==> src/hdl/pasf_pkg.sv <==
package pasf_pkg;

  localparam int BUFFER_WORDS = 1024;
  localparam int REPEAT_COUNT = 1;
  localparam int SLOT_W       = $clog2(BUFFER_WORDS);
  localparam int REP_W        = (REPEAT_COUNT > 1) ? $clog2(REPEAT_COUNT) : 1;
  localparam int SLOT_OUT_W   = 10;
  localparam int SAMPLE_BITS  = 8;
  localparam int HIST_DEPTH   = 256;
  localparam int HIST_AW      = 8;
  localparam int QDEPTH       = 2;
  localparam int QPTR_W       = $clog2(QDEPTH);
  localparam int IN_TDATA_W   = 32;
  localparam int OUT_TDATA_W  = 72;
  localparam int OUT_PAD_W    = OUT_TDATA_W - 67;

  localparam logic [7:0] MONO8_OFFSET = 8'h40;
  localparam logic [8:0] LOWEST_NONE  = 9'd511;

  typedef enum logic [1:0] {
    ACT_STEREO = 2'd0,
    ACT_MONO16 = 2'd1,
    ACT_MONO8  = 2'd2,
    ACT_READ   = 2'd3
  } act_t;

  typedef enum logic [1:0] {
    KIND_HOLD,
    KIND_STEREO,
    KIND_MONO,
    KIND_READ
  } kind_t;

  typedef enum logic [1:0] {
    BS_IDLE,
    BS_FIRST,
    BS_SECOND
  } bstate_t;

  typedef struct packed {
    kind_t      kind;
    logic [7:0] word0;
    logic [7:0] word1;
    logic [7:0] bin;
    logic       block_end;
    logic [7:0] highest;
    logic [8:0] lowest;
  } cmd_t;

  function automatic logic [7:0] conv16(input logic [15:0] s);
    logic [15:0] u;
    u = s ^ 16'h8000;
    return u[15 -: SAMPLE_BITS];
  endfunction

endpackage

==> src/hdl/pasf_front.sv <==
module pasf_front (
  input  logic                             clk,
  input  logic                             rst_n,
  input  logic                             in_tvalid,
  output logic                             in_tready,
  input  logic [pasf_pkg::IN_TDATA_W-1:0]  in_tdata,  // sample, byte_sample, bin_index
  input  logic [1:0]                       in_tuser,  // action
  input  logic                             in_tlast,  // block_end
  input  logic                             q_full,
  output logic                             q_push,
  output pasf_pkg::cmd_t                   q_cmd
);

  logic       rp_r, rp_nxt;
  logic [7:0] held_r, held_nxt;
  logic [7:0] hi_r, hi_nxt;
  logic [8:0] lo_r, lo_nxt;
  logic [7:0] v;
  logic [7:0] b;
  logic       accept;

  assign accept    = in_tvalid && !q_full;
  assign in_tready = !q_full;
  assign q_push    = accept;

  always_comb begin
    v        = pasf_pkg::conv16(in_tdata[15:0]);
    b        = in_tdata[23:16];
    rp_nxt   = rp_r;
    held_nxt = held_r;
    hi_nxt   = hi_r;
    lo_nxt   = lo_r;
    q_cmd.kind      = pasf_pkg::KIND_READ;
    q_cmd.word0     = '0;
    q_cmd.word1     = '0;
    q_cmd.bin       = in_tdata[31:24];
    q_cmd.block_end = in_tlast;
    case (pasf_pkg::act_t'(in_tuser))
      pasf_pkg::ACT_STEREO: begin
        if (v > hi_r) hi_nxt = v;
        if ({1'b0, v} < lo_r) lo_nxt = {1'b0, v};
        q_cmd.bin = v;
        if (rp_r) begin
          q_cmd.kind  = pasf_pkg::KIND_STEREO;
          q_cmd.word0 = held_r;
          q_cmd.word1 = v;
          rp_nxt      = 1'b0;
        end else begin
          q_cmd.kind = pasf_pkg::KIND_HOLD;
          held_nxt   = v;
          rp_nxt     = 1'b1;
        end
      end
      pasf_pkg::ACT_MONO16: begin
        q_cmd.kind  = pasf_pkg::KIND_MONO;
        q_cmd.word0 = v;
        q_cmd.word1 = v;
      end
      pasf_pkg::ACT_MONO8: begin
        q_cmd.kind  = pasf_pkg::KIND_MONO;
        q_cmd.word0 = {1'b0, b[7:1]} + pasf_pkg::MONO8_OFFSET;
        q_cmd.word1 = '0;
      end
      default: begin
        q_cmd.kind = pasf_pkg::KIND_READ;
      end
    endcase
    q_cmd.highest = hi_nxt;
    q_cmd.lowest  = lo_nxt;
  end

  always_ff @(posedge clk) begin
    if (!rst_n) begin
      rp_r <= 1'b0;
      hi_r <= '0;
      lo_r <= pasf_pkg::LOWEST_NONE;
    end else if (accept) begin
      rp_r <= rp_nxt;
      hi_r <= hi_nxt;
      lo_r <= lo_nxt;
    end
  end

  always_ff @(posedge clk) begin
    if (accept) held_r <= held_nxt;
  end

endmodule

==> config.mk <==
export PLATFORM = sky130hd
export DESIGN_NAME = pasf_front
export DESIGN_NICKNAME = d
export VERILOG_FILES = /design/src/hdl/pasf_pkg.sv /design/src/hdl/pasf_front.sv
export SDC_FILE = /design/constraint.sdc
export NUM_CORES = 1
export LEC_CHECK = 0
export BUFFER_PORTS_ARGS = -buffer_cell sky130_fd_sc_hd__buf_2
export CAP_MARGIN = 20
export CELL_PAD_IN_SITES_DETAIL_PLACEMENT = 0
export CELL_PAD_IN_SITES_GLOBAL_PLACEMENT = 1
export CORE_ASPECT_RATIO = 0.75
export CORE_MARGIN = 5
export CORE_UTILIZATION = 38
export CTS_BUF_LIST = sky130_fd_sc_hd__clkbuf_2 sky130_fd_sc_hd__clkbuf_4 sky130_fd_sc_hd__clkbuf_8
export DETAILED_ROUTE_END_ITERATION = 8
export GPL_TIMING_DRIVEN = 0
export HOLD_SLACK_MARGIN = 0.15
export PLACE_DENSITY = 0.91
export REMOVE_ABC_BUFFERS = 1
export SYNTH_ARGS = -nofsm -noshare
export SYNTH_HDL_FRONTEND = slang
export SYNTH_SLANG_ARGS = --single-unit
==> constraint.sdc <==
create_clock -name clk -period 5.05 [get_ports clk]
set_input_delay 0.505 -clock clk [delete_from_list [all_inputs] [get_ports clk]]
set_output_delay 0.505 -clock clk [all_outputs]
set_load 0.03 [all_outputs]
==> Yosys cells after proc, flatten, opt, wreduce, memory -nomap -nowiden <==
Cells that the tools add are included.
W data, S select, Z words.
{ "word_totals": {"ff_bits": 26} }
{ "classes": {"add_sub_neg": 1, "n_mux": 10, "n_eq_ne": 2, "n_reduce_logical": 6, "bitwise": 2, "order_cmp": 2} }
{ "op_table": {"columns": ["op", "count"], "rows": [
  ["$pmux W16 S3", 1],
  ["$mux W8", 3],
  ["$mux W9", 2],
  ["$mux W16", 1],
  ["$lt A8 B9 Y1", 1],
  ["$add A7 B7 Y8 const B", 1],
  ["$gt A8 B8 Y1", 1],
  ["$pmux W2 S2", 1],
  ["$reduce_and A3 Y1", 1],
  ["$eq A2 B1 Y1 const B", 1],
  ["$eq A2 B2 Y1 const B", 1],
  ["$logic_not A2 Y1", 1],
  ["$mux W1", 2],
  ["$not A1 Y1", 2],
  ["$reduce_and A2 Y1", 1],
  ["$reduce_or A2 Y1", 1],
  ["$logic_and A1 B1 Y1", 1],
  ["$logic_not A1 Y1", 1]
]} }

==> Logic depth before layout (Yosys ltp) <==
{ "depth": {"depth_word": 4, "ltp_mapped": 8, "mapped_depth_nobuf": 7} }

==> Worst setup path after synthesis <==
No wires, ideal clock.
{ "synth_timing": {"path_type": "input -> output", "from": "input port in_tdata[15] in the netlist's numbering", "to": "output port q_cmd[1] in the netlist's numbering", "path_slack_ps": 2314, "path_stages": 8, "n_path_buf": 1, "t_required_ps": 4545, "t_arrival_ps": 2231, "path_cell_list": "inv_1 > ha_1 > nand4b_4 > nor2_4 > o2bb2ai_4 > nand2b_4 > buf_8 > mux2i_1"} }
{ "synth_rtl": {"columns": ["element", "line", "rtl"], "rows": [
  ["start: declaration", "pasf_front.sv:6", "input logic [pasf_pkg::IN_TDATA_W-1:0] in_tdata,"],
  ["end: declaration", "pasf_front.sv:11", "output pasf_pkg::cmd_t q_cmd"]
]} }

==> results.txt <==
Worst setup SP type: input port
GPL Wtd Cong: 0.793
synth top area cells: dfxtp_1, edfxtp_1, mux2i_1
Synth Area in XOR/XNOR: 0
Post-CTS Setup Repair Bufs: 0
Mapped Cells: 228
clock root buffer: clkbuf_8
Max-cap violations: 0
area growth from synthesis to final layout: 22.8%
layout cells sized above 1: 0.334
static leakage: 0.00123 uW
Clock Tree Buf Depth: 2
WP data required: 4.55 ns
total grt overflow: 0
most common cell in the netlist: nand2_1
Synth Area in Simple Gates: 0.179
CP endpoint kind: primary output
CTS tree: yes
Warnings, synthesis: 0
I/O Buffers: 73
sequential share of the synthesized area: 0.301
vias in the first global route: 1715
TritonCTS buffer count: 3
skew final: 0.00345 ns
DR WL/cell: 14.5 um
antenna-violating nets left: 0
Worst Tran Pin Value: 0.650 ns
post-synth top area cell: dfxtp_1
GRT Total Usage: 0.153
vias per cell: 4.86
1st-iter DRT viols: 108
first-pass GRT wire length: 8440 um
Reg clk slew, reported paths: 0.09 ns
CP Class: input port to primary output
Synth Area in Compound Gates: 0.209
clk_lat worst skew: 0.27 ns
Fmax: 334 MHz
Mapped Area: 0.00200 sq mm
max-slew violations: 0
Rel. slew slack: 0.565
Die H: 72.8 um
Max H-tree Level: 1
largest net degree at the start of global routing: 28
fin nets: 348
async set-reset flop share out of synthesis: 0
Syn Area/Cell: 8.76 sq um
#FFs+latches synth: 26
Post-synth top flop: dfxtp_1
initial antenna violation count: 0
fin crit share: 0.594
Total Neg Setup Slack: 0 ns
Die ar.: 0.00682 sq mm
Synth Area in Adders: 0.0940
PwrDens: 231 mW/mm^2
Resized cells post-CTS: 0
Max VDD drop: 0.000188 V
CORE AREA: 0.00498 sq mm
multiplexer share of the synthesized area: 0.131
Die Span X: 93.7 um
DR pass1 iterations: 4
top cell type's share of synthesized area: 0.180
# hold bufs at CTS: 0
unrepaired setup endpoints after global routing: no
Hold/Removal Path Class: flip-flop to flip-flop
Antenna Cells: 0
HPWL after detailed placement: 4110 um
row count: 22
Yosys cell types: 41
WP data arrival: 2.49 ns
outcome: finished clean
commonest cells in the netlist: nand2_1, inv_1, mux2i_1
Top Ports: 85
drt total wl: 5290 um
Max FO, Critical Path: 15
Via Count: 1774
largest family of logic cells by synthesized area: compound AO/OA/AOI/OAI gates
Final setup viols: 0
Num Clock Sinks: 26
Power Total: 566 uW
EDFF count, synth: 8
final hold violations: 0
minimum clock period: 3.00 ns
DRC: 0
Initial Util: 0.401
==> where the power goes <==
part	switching, uW	internal [uW]	total [uW]
clock network	67.3	106	173
logic	116	53.7	170
registers	2.56	220	223
total	186	380	566
==> cell type report <==
| class | count | area (sq um) |
|---|---|---|
| Clock inverter | 1 | 30.0 |
| Timing Repair Buffer | 73 | 365 |
| Sequential cell | 26 | 601 |
| Fill cell | 504 | 2530 |
| Multi-Input combinational cell | 163 | 1220 |
| Clock buffer | 3 | 41.3 |
| Inverter | 27 | 101 |
| Tap cell | 72 | 90.1 |
==> worst paths after layout <==
| check | from | to | slack, ns | cells past startpoint |
|---|---|---|---|---|
| min | hi_r[7] | hi_r[7] | 0.46 | 2 |
| min reg2reg | hi_r[7] | hi_r[7] | 0.46 | 2 |
| max reg2reg | hi_r[3] | hi_r[4] | 3.04 | 7 |
| max | in_tdata[15] | q_cmd[0] | 2.05 | 9 |
==> state kept, by name, summed over array words and instances, names as in the netlist <==
| signal | flops |
|---|---|
| hi_r | 8 |
| rp_r | 1 |
| lo_r | 9 |
| held_r | 8 |
==> stage by stage <==
step	setup WS, ns	hold slack (ns)	utilization	cells	instance area (sq um)
floorplan	2.36	0.435	-	216	1930
global placement	2.09	0.443	0.478	361	2380
detailed placement	2.06	0.447	0.478	361	2380
CTS	2.04	0.463	0.492	365	2450
global route	1.90	0.474	0.492	365	2450
finish	2.05	0.460	0.492	365	2450
==> per-layer routing <==
| layer | vias to the layer above | part of all wire | global-route usage | routed length, um |
|---|---|---|---|---|
| li1 | 926 | - | - | - |
| met1 | 784 | 0.50 | 0.223 | 2620 |
| met2 | 62 | 0.42 | 0.234 | 2230 |
| met3 | 2 | 0.079 | 0.0454 | 417 |
| met4 | 0 | 0.0036 | 0.00962 | 19 |
| met5 | - | 0 | 0 | 0 |
==> worst max-delay path, cell delays in order <==
cell,delay (ns)
buf_2,0.15
inv_1,0.13
ha_1,0.37
nand4b_4,0.16
nor2_4,0.15
o2bb2ai_4,0.18
nand2b_4,0.33
mux2_1,0.34
buf_2,0.18
==> cells in the final DEF (no fill, tap or decap), types with 4 or more instances in the layout <==
cell type,n
mux2i_1,22
ha_1,15
nand2_1,42
inv_1,24
edfxtp_1,8
nor2b_1,5
o21ai_1,15
dfxtp_1,18
buf_2,73
nor3_1,8
o311ai_1,4
a22oi_1,8
o21ai_0,8
a21oi_1,6
==> logic make-up (layout without fill, tap and decap cells) <==
logic type / Yosys count / after routing
buffers and inverters: 39 / 104
multiplexers: 25 / 25
adder cells (fa/ha/maj): 15 / 15
flip-flops: 26 / 26
AO/OA/AOI/OAI: 54 / 54
AND/OR/NAND/NOR: 69 / 69
(Power assumes the default switching activity.)
