===== src/hdl/pasf_pkg.sv =====
package pasf_pkg;

  localparam int BUFFER_WORDS = 1024;
  localparam int REPEAT_COUNT = 1;
  localparam int SLOT_W       = $clog2(BUFFER_WORDS);
  localparam int REP_W        = (REPEAT_COUNT > 1) ? $clog2(REPEAT_COUNT) : 1;
  localparam int SLOT_OUT_W   = 10;
  localparam int SAMPLE_BITS  = 8;
  localparam int HIST_DEPTH   = 256;
  localparam int HIST_AW      = 8;
  localparam int QDEPTH       = 2;
  localparam int QPTR_W       = $clog2(QDEPTH);
  localparam int IN_TDATA_W   = 32;
  localparam int OUT_TDATA_W  = 72;
  localparam int OUT_PAD_W    = OUT_TDATA_W - 67;

  localparam logic [7:0] MONO8_OFFSET = 8'h40;
  localparam logic [8:0] LOWEST_NONE  = 9'd511;

  typedef enum logic [1:0] {
    ACT_STEREO = 2'd0,
    ACT_MONO16 = 2'd1,
    ACT_MONO8  = 2'd2,
    ACT_READ   = 2'd3
  } act_t;

  typedef enum logic [1:0] {
    KIND_HOLD,
    KIND_STEREO,
    KIND_MONO,
    KIND_READ
  } kind_t;

  typedef enum logic [1:0] {
    BS_IDLE,
    BS_FIRST,
    BS_SECOND
  } bstate_t;

  typedef struct packed {
    kind_t      kind;
    logic [7:0] word0;
    logic [7:0] word1;
    logic [7:0] bin;
    logic       block_end;
    logic [7:0] highest;
    logic [8:0] lowest;
  } cmd_t;

  function automatic logic [7:0] conv16(input logic [15:0] s);
    logic [15:0] u;
    u = s ^ 16'h8000;
    return u[15 -: SAMPLE_BITS];
  endfunction

endpackage


===== src/hdl/pasf_queue.sv =====
module pasf_queue (
  input  logic           clk,
  input  logic           rst_n,
  input  logic           push,
  input  pasf_pkg::cmd_t push_cmd,
  output logic           full,
  input  logic           pop,
  output logic           valid,
  output pasf_pkg::cmd_t pop_cmd
);

  pasf_pkg::cmd_t               mem_r [pasf_pkg::QDEPTH];
  logic [pasf_pkg::QPTR_W-1:0]  wr_ptr_r, rd_ptr_r;
  logic [pasf_pkg::QPTR_W:0]    cnt_r;
  logic                         do_push, do_pop;

  assign full    = (cnt_r == (pasf_pkg::QPTR_W+1)'(pasf_pkg::QDEPTH));
  assign valid   = (cnt_r != '0);
  assign pop_cmd = mem_r[rd_ptr_r];
  assign do_push = push && !full;
  assign do_pop  = pop && valid;

  always_ff @(posedge clk) begin
    if (!rst_n) begin
      wr_ptr_r <= '0;
      rd_ptr_r <= '0;
      cnt_r    <= '0;
    end else begin
      if (do_push) wr_ptr_r <= (wr_ptr_r == pasf_pkg::QPTR_W'(pasf_pkg::QDEPTH - 1))
                               ? '0 : wr_ptr_r + 1'b1;
      if (do_pop)  rd_ptr_r <= (rd_ptr_r == pasf_pkg::QPTR_W'(pasf_pkg::QDEPTH - 1))
                               ? '0 : rd_ptr_r + 1'b1;
      if (do_push && !do_pop)      cnt_r <= cnt_r + 1'b1;
      else if (!do_push && do_pop) cnt_r <= cnt_r - 1'b1;
    end
  end

  always_ff @(posedge clk) begin
    if (do_push) mem_r[wr_ptr_r] <= push_cmd;
  end

endmodule


===== config.mk =====
export PLATFORM = sky130hd
export DESIGN_NAME = pasf_queue
export DESIGN_NICKNAME = d
export VERILOG_FILES = /design/src/hdl/pasf_pkg.sv /design/src/hdl/pasf_queue.sv
export SDC_FILE = /design/constraint.sdc
export NUM_CORES = 1
export LEC_CHECK = 0
export ABC_AREA = 1
export CORE_MARGIN = 1.5
export CORE_UTILIZATION = 27
export DETAILED_ROUTE_END_ITERATION = 8
export DONT_BUFFER_PORTS = 1
export SLEW_MARGIN = 20
export SYNTH_ARGS = -nofsm -noshare
export SYNTH_HDL_FRONTEND = slang
export SYNTH_SLANG_ARGS = --single-unit

===== constraint.sdc =====
create_clock -name clk -period 6.56 [get_ports clk]
set_clock_uncertainty 0.2 [all_clocks]
set_input_delay 0.656 -clock clk [delete_from_list [all_inputs] [get_ports clk]]
set_output_delay 0.656 -clock clk [all_outputs]
set_load 0.1 [all_outputs]

Word level (Yosys, flattened, before mapping)
Memory sizes are Yosys's and may differ from the RTL's. A register that Yosys moved wholly into a read port is not among the register bits.
Cells that the tools add are included.

cells by class
  equal/unequal tests = 1
  reduce and logical (&&, ||, !) cells = 9
  mux-type cells = 8
  $add $sub $neg = 4

operator list
  operator                                          number
  2-to-1 mux 1 bit                                  6
  logical AND 1 bit                                 4
  2-to-1 mux 2 bit                                  2
  nonzero test 2 bit                                2
  zero test 1 bit                                   3
  adder 1 bit, second input constant                2
  adder 2 x 1 -> 2 bit, second input constant       1
  == test 2 bit, second input constant              1
  subtractor 2 x 1 -> 2 bit, second input constant  1

word-level totals
  logic and storage cells = 26
  register bits after elaboration = 4
  memories = 1
  bits in writable memories = 88
  output and inout port bits = 46
  input port bits = 48

memories
  name   depth  width  read ports  clocked after memory_dff  wr ports  line              text
  mem_r  2      44     1           1                         1         pasf_queue.sv:12  pasf_pkg::cmd_t mem_r [pasf_pkg::QDEPTH];

Longest topological paths before layout
Gate-level depths: netlist of run 1.

  depth in word-level cells = 7
  mapped depth = 10
  gate-level depth less buffers = 10

Worst setup path before layout of run 1
OpenSTA, ideal clock, no wires.

  path type = in2reg
  from = in push
  to = mem mem_r[0][0] (netlist bit) (enable)
  stages on the path = 2
  required time = 5.915 ns
  setup slack = 3.342 ns
  setup time = 0.445 ns
  path buffers = 0
  arrival = 2.573 ns
  cells stage by stage = o21ai_2 nor2_1

on the way
  longest elaborated chain between the ends = 3

ends and longest elaborated chain
  element                                 line              text
  from (decl)                             pasf_queue.sv:4   input logic push,
  logical AND 1 bit                       pasf_queue.sv:20  assign do_push = push && !full;
  2-to-1 mux 1 bit                        pasf_queue.sv:39  if (do_push) mem_r[wr_ptr_r] <= push_cmd;
  2-to-1 mux 1 bit (not written as such)  pasf_queue.sv:39
  to (decl)                               pasf_queue.sv:12

No other way between the ends.

==> results of run 1 <==
-- worst paths after layout --
| check | endpoint | slack [ns] | cells after the start |
|---|---|---|---|
| setup reg to reg | mem_r[1][21]$_DFFE_PP_ | 4.78 | 4 |
| setup / recovery | pop_cmd[21] | 3.79 | 1 |
| hold reg to reg | flip-flop | 0.31 | 2 |
| hold / removal | mem_r[0][32]$_DFFE_PP_ | 0.22 | 0 |
-- Yosys cell counts --
cell / instances
edfxtp_1: 88
o21a_1: 1
ha_1: 1
mux2_4: 40
nand2_1: 7
dfxtp_1: 5
buf_6: 1
buf_12: 4
nor2_1: 9
o21ai_0: 2
inv_1: 8
nand3_1: 1
mux2_2: 4
nand4_1: 1
o21ai_2: 1
a21oi_1: 1
-- sequential cells by signal (all words and copies together) (netlist names), named ones only --
signal	cells
mem_r	88
cnt_r	2
wr_ptr_r	1
rd_ptr_r	1
-- cell families after synthesis --
logic type / synth area share
DFF: 0.757
adders and majority gates: 0.00345
buffers and inverters: 0.0335
AOI/OAI and AO/OA: 0.00863
muxes: 0.178
and+or+nand+nor: 0.0197
-- layout make-up --
cell class | instances | area share
Sequential cell | 93 | 0.678
Multi-Input combinational cell | 68 | 0.192
Clock buffer | 11 | 0.0575
Tap cell | 176 | 0.0544
Inverter | 8 | 0.00741
Clock inverter | 5 | 0.00680
Timing Repair Buffer | 2 | 0.00371
-- metrics by stage --
stage	hold WS, ns	std cells	worst slack, ns	area [µm²]
finish	0.218	363	3.79	4050
global placement	0.284	347	4.11	3790
floorplan	0.267	174	3.34	3620
CTS	0.202	363	3.73	4050
detailed placement	0.298	347	4.10	3790
global route	0.197	363	3.68	4050
-- per-layer routing --
| layer | share of wire | track usage | up-vias |
|---|---|---|---|
| met1 | 0.36 | 0.0827 | 725 |
| li1 | - | - | 674 |
| met4 | 0.023 | 0.0497 | 2 |
| met5 | 0.0017 | 0 | - |
| met2 | 0.50 | 0.138 | 54 |
| met3 | 0.11 | 0.0508 | 12 |
==> results_dict.tcl, run 1 <==
set metrics [dict create \
    dieArea_um2 14100 \
    clk_transition_reported_paths_ns 0.06 \
    min_period_ns 2.77 \
    tns_ns 0 \
    drtIter0Drc 96 \
    seq_area_frac_synth 0.757 \
    synth_top_area_frac 0.729 \
    ys_ff_latch 93 \
    syn-num-nets 223 \
    worst_pin_slew_ns 1.06 \
    maxSlewViolCount 0 \
    final_core_util 0.307 \
    place.gp.congestion 0.718 \
    cts_setup_buffers 0 \
    dieWidth_um 119 \
    setup_viol 0 \
    track_usage 0.0846 \
    timing.rr.start "cnt_r[1]$_SDFFE_PN0P_" \
    grt_pass1_wl_um 8660 \
    register_area_um2 2750 \
    routed_wl_um 5750 \
    via_count 1467 \
    cts.path.max_buffers 2 \
    layout_common_cells "88 x edfxtp_1, 40 x mux2_4, 9 x clkbuf_16" \
    cts-resized-gates 0 \
    drc 0 \
    max_cap_viol_count 0 \
    hold_path.class "in2reg" \
    drive_gt1_frac 0.337 \
    worst_path_max_delay_cell "dfxtp_4" \
    end_kind "output port" \
    syn_inst 174 \
    avgSynthCellArea_um2 20.8 \
    min_from "push_cmd[32]" \
    placementRows 42 \
    cts_root_buffer "clkbuf_16" \
    core_area_um2 13200 \
    nNetsFinal 231 \
    grt_pass1_vias 1509 \
    grt_max_degree 45 \
    diodes 0 \
    hold_viol 0 \
    fillers 1291 \
    multi_input_area_um2 778 \
    start_kind "flip-flop" \
    yosysTopAreaCell "edfxtp_1" \
    synth_area_leaders "edfxtp_1 73%, mux2_4 17%, dfxtp_1 2.8%" \
    final_common_cell "edfxtp_1" \
    critPathTopFamily "flip-flops" \
    clock_sinks 93 \
    h-tree-depth 3 \
    drt.antenna.violating_nets 0 \
    cp_cell_sequence "mux2_2" \
    synth.distinct_cells 16 \
    dpl.hpwl_um 3650 \
    initial_core_util 0.275 \
    drt_first_pass_iters 4 \
    insertion_delay_ns 0.33 \
    critPathMaxStageDelay_ns 0.88 \
    outcome "finished, final reports clean" \
    avgViaCountPerCell 4.04 \
    numCtsBuffers 9 \
    yosysWarningCount 0 \
    io_buffers 0 \
    fmax_mhz 361 \
    antenna_found_initial 1 \
    avgRoutedWirePerCell_um 15.8 \
    path_class "reg2out" \
    worst-path-buf-inv 0 \
    period_share 0.422 \
    gr-total-overflow 0 \
    worstPathRequired_ns 5.70 \
    cts_tree "built" \
    cts_hold_buffers 0 \
    io-pin-count 94 \
    relSlewSlack 0.293 \
    cp_data_arrival_time_ns 1.91 \
    dieHeight_um 119 \
    syn_to_final_growth_pct 11.7 \
    synthesis.area_um2 3620 \
    path_max_fanout 44 \
    rsz0062_at_grt "no" \
]
Power of run 1 is left out: the tool's default activity adds up to more than one toggle a clock period on the data nets, which glitch-free logic cannot reach.
==> run 2, diff against run 1 <==
Settings changed: ABC_AREA 1 to 0.
Clock period 6.56 ns to 2.4 ns, I/O delays scaled along.
==> run 2 against run 1 <==
Compared with the run above:
- global-route usage grew 0.81 points
- cell count grew 8.0%
- wire length grew 1.5%
- critical path depth grew 5
- area after synthesis shrank 5.9%
- worst hold slack lost 0.14 ns
- count of clock-buffer cells in the layout shrank 1
- flip-flop and latch count is the same
- synthesized cell count shrank 6.9%
- first-iteration DRC count grew 23%
- register-to-register slack lost 4.5 ns
- sequential share of layout area shrank 5.4 points
==> results_dict.tcl, run 2 <==
set metrics [dict create \
    outcome "finished, final reports clean" \
    synth_area_leaders "edfxtp_1 78%, mux2_2 15%, dfxtp_1 2.9%" \
    place.gp.congestion 0.647 \
    cp_data_arrival_time_ns 2.20 \
    regMostFlops "mem_r" \
    dieArea_um2 13300 \
    relSlewSlack 0.637 \
    diodes 0 \
    worstPathRequired_ns 2.48 \
    placed_area_um2 3660 \
    yosysTopAreaCell "edfxtp_1" \
    drtIter0Drc 118 \
    io-pin-count 94 \
    hold_viol 0 \
    synth-simple-area-share 0.0169 \
    start_kind "flip-flop" \
    worst_path_max_delay_cell "dlygate4sd3_1" \
    max_cap_viol_count 0 \
    io_buffers 0 \
    hold_path.class "in2reg" \
    critPathTopFamily "buffers and inverters" \
    hold_ws_ns 0.0818 \
    cp_cell_sequence "nand2b_4, inv_6, nor3_4, buf_12, o21a_1, dlygate4sd3_1" \
    timing.rr.start "cnt_r[0]$_SDFFE_PN0P_" \
    layout_common_cells "88 x edfxtp_1, 46 x dlygate4sd3_1, 44 x mux2_2" \
    initial_core_util 0.280 \
    clock_sinks 93 \
    path_depth 6 \
    via_count 1633 \
    seq_area_frac_synth 0.804 \
    nNetsFinal 268 \
    dieWidth_um 115 \
    drt.antenna.violating_nets 0 \
    grt_max_degree 46 \
    synthXorXnorAreaFrac 0.00771 \
    avgRoutedWirePerCell_um 14.9 \
    core_area_um2 12200 \
    synth.distinct_cells 22 \
    worst_pin_slew_ns 0.547 \
    synth_top_family_by_area "multiplexers" \
    largest_reg_flops 88 \
    synth-adder-area-share 0.00367 \
    avgSynthCellArea_um2 21.0 \
    yosysWarningCount 0 \
    drt_first_pass_iters 4 \
    end_kind "flip-flop" \
    worst-path-buf-inv 3 \
    antenna_found_initial 0 \
    grt_pass1_wl_um 8890 \
    ff2ff_path_depth 6 \
    dieHeight_um 115 \
    final_common_cell "edfxtp_1" \
    maxSlewViolCount 0 \
    synth_compound_gate_area_share 0.00954 \
    drive_gt1_frac 0.313 \
    synth_edf_count 88 \
    min_period_ns 2.11 \
    syn_inst 162 \
    fillers 1159 \
    cts_root_buffer "clkbuf_16" \
    synth_common_cells "88 x edfxtp_1, 44 x mux2_2, 5 x dfxtp_1, 4 x buf_4, 3 x and2_1" \
    placementRows 40 \
    tns_ns 0 \
    drc 0 \
    syn_to_final_growth_pct 29.1 \
    fmax_mhz 473 \
    track_usage 0.0927 \
    synth_top_area_frac 0.775 \
    gr-total-overflow 0 \
    cts_tree "built" \
    reg2reg_to "wr_ptr_r$_SDFFE_PN0N_" \
    period_share 0.880 \
    largestRegisters "mem_r x88, cnt_r x2" \
    avgViaCountPerCell 4.17 \
    setup.worst_path.end "wr_ptr_r$_SDFFE_PN0N_" \
    cts-resized-gates 0 \
    numCtsBuffers 9 \
    routed_wl_um 5840 \
    yosysMostFrequentCell "edfxtp_1" \
    synth_mux_area_frac 0.145 \
    cts.path.max_buffers 2 \
    syn-num-nets 211 \
    setup_viol 0 \
    rsz0062_at_grt "no" \
    dpl.hpwl_um 3670 \
    r2r_slack_ns 0.29 \
    ys_ff_latch 93 \
    path_max_fanout 45 \
    insertion_delay_ns 0.34 \
    critPathMaxStageDelay_ns 0.54 \
    synthesis.area_um2 3410 \
    grt_pass1_vias 1797 \
    synthFlopType "edfxtp_1" \
    h-tree-depth 3 \
    ys_async_sr_fraction 0 \
    clk_transition_reported_paths_ns 0.06 \
    startpoint "cnt_r[0]$_SDFFE_PN0P_" \
    path_class "reg2reg" \
    stdcell_area_um2 4400 \
]
[run 2: changes by cell type after synthesis, sizes merged, moves of 2 or more]
cell,change
nand2,-7
xnor2,+2
nor2,-8
a21boi,+2
inv,-6
and2,+3
[run 2: what timing repair did]
item	4_1_cts	5_1_grt
endpoints found under the hold margin	93	0
hold buffers	46	0
buffers inserted	0	0
[run 2: metrics by stage]
step	util	setup WS, ns	instances
after floorplan	-	0.0441	162
after CTS	0.362	0.276	392
final	0.362	0.287	392
after detailed placement	0.301	0.529	330
after global routing	0.362	0.190	392
after global placement	0.301	0.594	330
[run 2: area by class of cell]
cell class / instances / area, µm² / share of cell area
clock buffers: 10 / 229 / 0.0520
clock inverters: 6 / 53.8 / 0.0122
inverters: 2 / 12.5 / 0.00284
multi-input cells: 62 / 639 / 0.145
flip-flops and latches: 93 / 2750 / 0.624
well taps: 168 / 210 / 0.0478
repair buffers: 51 / 510 / 0.116
[run 2: worst min-delay path: stages]
cell and delay (ns):
o21ai_1 0.08, xnor2_1 0.16, and2_1 0.11
[run 2: cells by family after synthesis]
kind of cell,Yosys count
xor gates and xnor gates,3
buffers and inverters,7
DFF,93
AOI/OAI and AO/OA,5
muxes,44
adders and majority gates,1
and+or+nand+nor,9
[run 2: how the worst min path moves through the flow]
stage / depth (start not counted) / end / from / slack (ns)
floorplan: 0 / mem_r[0][0]$_DFFE_PP_ / push_cmd[0] / 0.14
global placement: 0 / mem_r[1][21]$_DFFE_PP_ / push_cmd[21] / 0.14
detailed placement: 0 / mem_r[1][21]$_DFFE_PP_ / push_cmd[21] / 0.14
CTS: 3 / rd_ptr_r$_SDFFE_PN0P_ / pop / 0.06
global route: 3 / flip-flop / pop / 0.13
finish: 3 / rd_ptr_r$_SDFFE_PN0P_ / pop / 0.08
[run 2: layer usage]
layer / vias up / share of wire / track usage
li1: 741 / - / -
met1: 822 / 0.38 / 0.0913
met3: 13 / 0.063 / 0.0374
met5: - / 0 / 0
met2: 57 / 0.53 / 0.161
met4: 0 / 0.026 / 0.0609
Power of run 2 is left out for the same reason.
==> run 3, diff against run 2 <==
Settings changed: CORE_MARGIN 1.5 to 2.
==> run 3 against run 2 <==
Compared with the run above:
- maximum frequency about the same
- count of clock-buffer cells in the layout unchanged
- via count decreased by 1.4%
- first-iteration DRC count decreased by 12%
- sequential share of layout area decreased by 1.1 points
- worst hold slack improved by 0.017 ns
- wire length increased by 1.9%
- global-route usage decreased by 0.082 points
- core utilization decreased by 0.24 points
- non-clock buffer count decreased by 1
==> results_dict.tcl, run 3 (synthesized netlist as in run 2, its figures left out) <==
set metrics [dict create \
    critPathMaxStageDelay_ns 0.54 \
    drt_first_pass_iters 4 \
    cts-resized-gates 0 \
    drive_gt1_frac 0.306 \
    worstPathRequired_ns 2.48 \
    routed_wl_um 5950 \
    largest_reg_flops 88 \
    critPathTopFamily "buffers and inverters" \
    drc 0 \
    period_share 0.881 \
    antenna_found_initial 0 \
    numCtsBuffers 9 \
    place.gp.congestion 0.650 \
    final_common_cell "edfxtp_1" \
    cts_root_buffer "clkbuf_16" \
    end_kind "flip-flop" \
    hold_viol 0 \
    grt_max_degree 46 \
    via_count 1610 \
    cts_setup_buffers 0 \
    max_cap_viol_count 0 \
    clock_sinks 93 \
    regMostFlops "mem_r" \
    setup_viol 0 \
    rsz0062_at_grt "no" \
    cts_hold_buffers 46 \
    start_kind "flip-flop" \
    avgRoutedWirePerCell_um 15.1 \
    drt.antenna.violating_nets 0 \
    avgViaCountPerCell 4.09 \
    worst-path-buf-inv 3 \
    maxSlewViolCount 0 \
    dieHeight_um 116 \
    track_usage 0.0919 \
    relSlewSlack 0.643 \
    placementRows 41 \
    dpl.hpwl_um 3630 \
    gr-total-overflow 0 \
    cp_data_arrival_time_ns 2.19 \
    largestRegisters "mem_r x88, cnt_r x2" \
    core_area_um2 12500 \
    dieArea_um2 13500 \
    min_period_ns 2.11 \
    min_from "pop" \
    io_buffers 0 \
    worst_pin_slew_ns 0.538 \
    syn_to_final_growth_pct 31.4 \
    hold_path.class "in2reg" \
    io-pin-count 94 \
    fmax_mhz 473 \
    path_class "reg2reg" \
    cts.path.max_buffers 2 \
    clk_transition_reported_paths_ns 0.06 \
    dieWidth_um 116 \
    h-tree-depth 3 \
    layout_common_cells "88 x edfxtp_1, 46 x dlygate4sd3_1, 44 x mux2_2" \
    insertion_delay_ns 0.33 \
    diodes 0 \
    outcome "finished, final reports clean" \
    initial_core_util 0.274 \
    drtIter0Drc 104 \
    nNetsFinal 267 \
    grt_pass1_wl_um 8940 \
    worst_path_max_delay_cell "dlygate4sd3_1" \
    cts_tree "built" \
    grt_pass1_vias 1690 \
    tns_ns 0 \
    startpoint "cnt_r[0]$_SDFFE_PN0P_" \
    cp_cell_sequence "nand2b_4, inv_6, nor3_4, buf_12, o21a_1, dlygate4sd3_1" \
    timing.rr.start "cnt_r[0]$_SDFFE_PN0P_" \
    path_max_fanout 45 \
]
## run 3: changes by cell type in the layout (fill, tap and decap cells not counted), sizes merged
| cell | previous run | this run |
|---|---|---|
| bufinv | 1 | 4 |
| clkinv | 5 | 1 |
| buf | 5 | 4 |
## run 3: worst reg2reg max path, stage by stage (launching register included)
cell           delay [ns]
dfxtp_2              0.37
nand2b_4             0.17
inv_6                0.11
nor3_4               0.21
buf_12               0.28
o21a_1               0.18
dlygate4sd3_1        0.54
## run 3: final timing paths
path	cells past startpoint	slack, ns	endpoint
worst max register to register	6	0.29	wr_ptr_r$_SDFFE_PN0N_
worst min-delay path	3	0.1	rd_ptr_r$_SDFFE_PN0P_
worst min register to register	2	0.38	cnt_r[1]$_SDFFE_PN0P_
worst max-delay path	6	0.29	wr_ptr_r$_SDFFE_PN0N_
## run 3: area by class of cell
cell class,count,area (µm²)
clock buffer,10,229
clock inverter,5,124
fill,1167,7990
inverter,2,12.5
multi-input combinational,62,639
sequential,93,2750
tap,172,215
timing repair buffer,50,515
## run 3: through the flow
| stage | hold WS, ns | worst slack, ns | util | std cells | area (µm²) |
|---|---|---|---|---|---|
| CTS | 0.0861 | 0.247 | 0.359 | 394 | 4480 |
| detailed placement | 0.139 | 0.510 | 0.294 | 333 | 3670 |
| floorplan | 0.139 | 0.0441 | - | 162 | 3430 |
| global route | 0.115 | 0.180 | 0.359 | 394 | 4480 |
| finish | 0.0986 | 0.286 | 0.359 | 394 | 4480 |
| global placement | 0.139 | 0.591 | 0.294 | 333 | 3670 |
## run 3: per-layer routing
metal	routed length, µm	part of all wire	track usage
met5	0	0	0
met4	129	0.022	0.0500
met3	376	0.063	0.0389
met2	3140	0.53	0.157
met1	2300	0.39	0.0959
Power of run 3 is left out for the same reason.
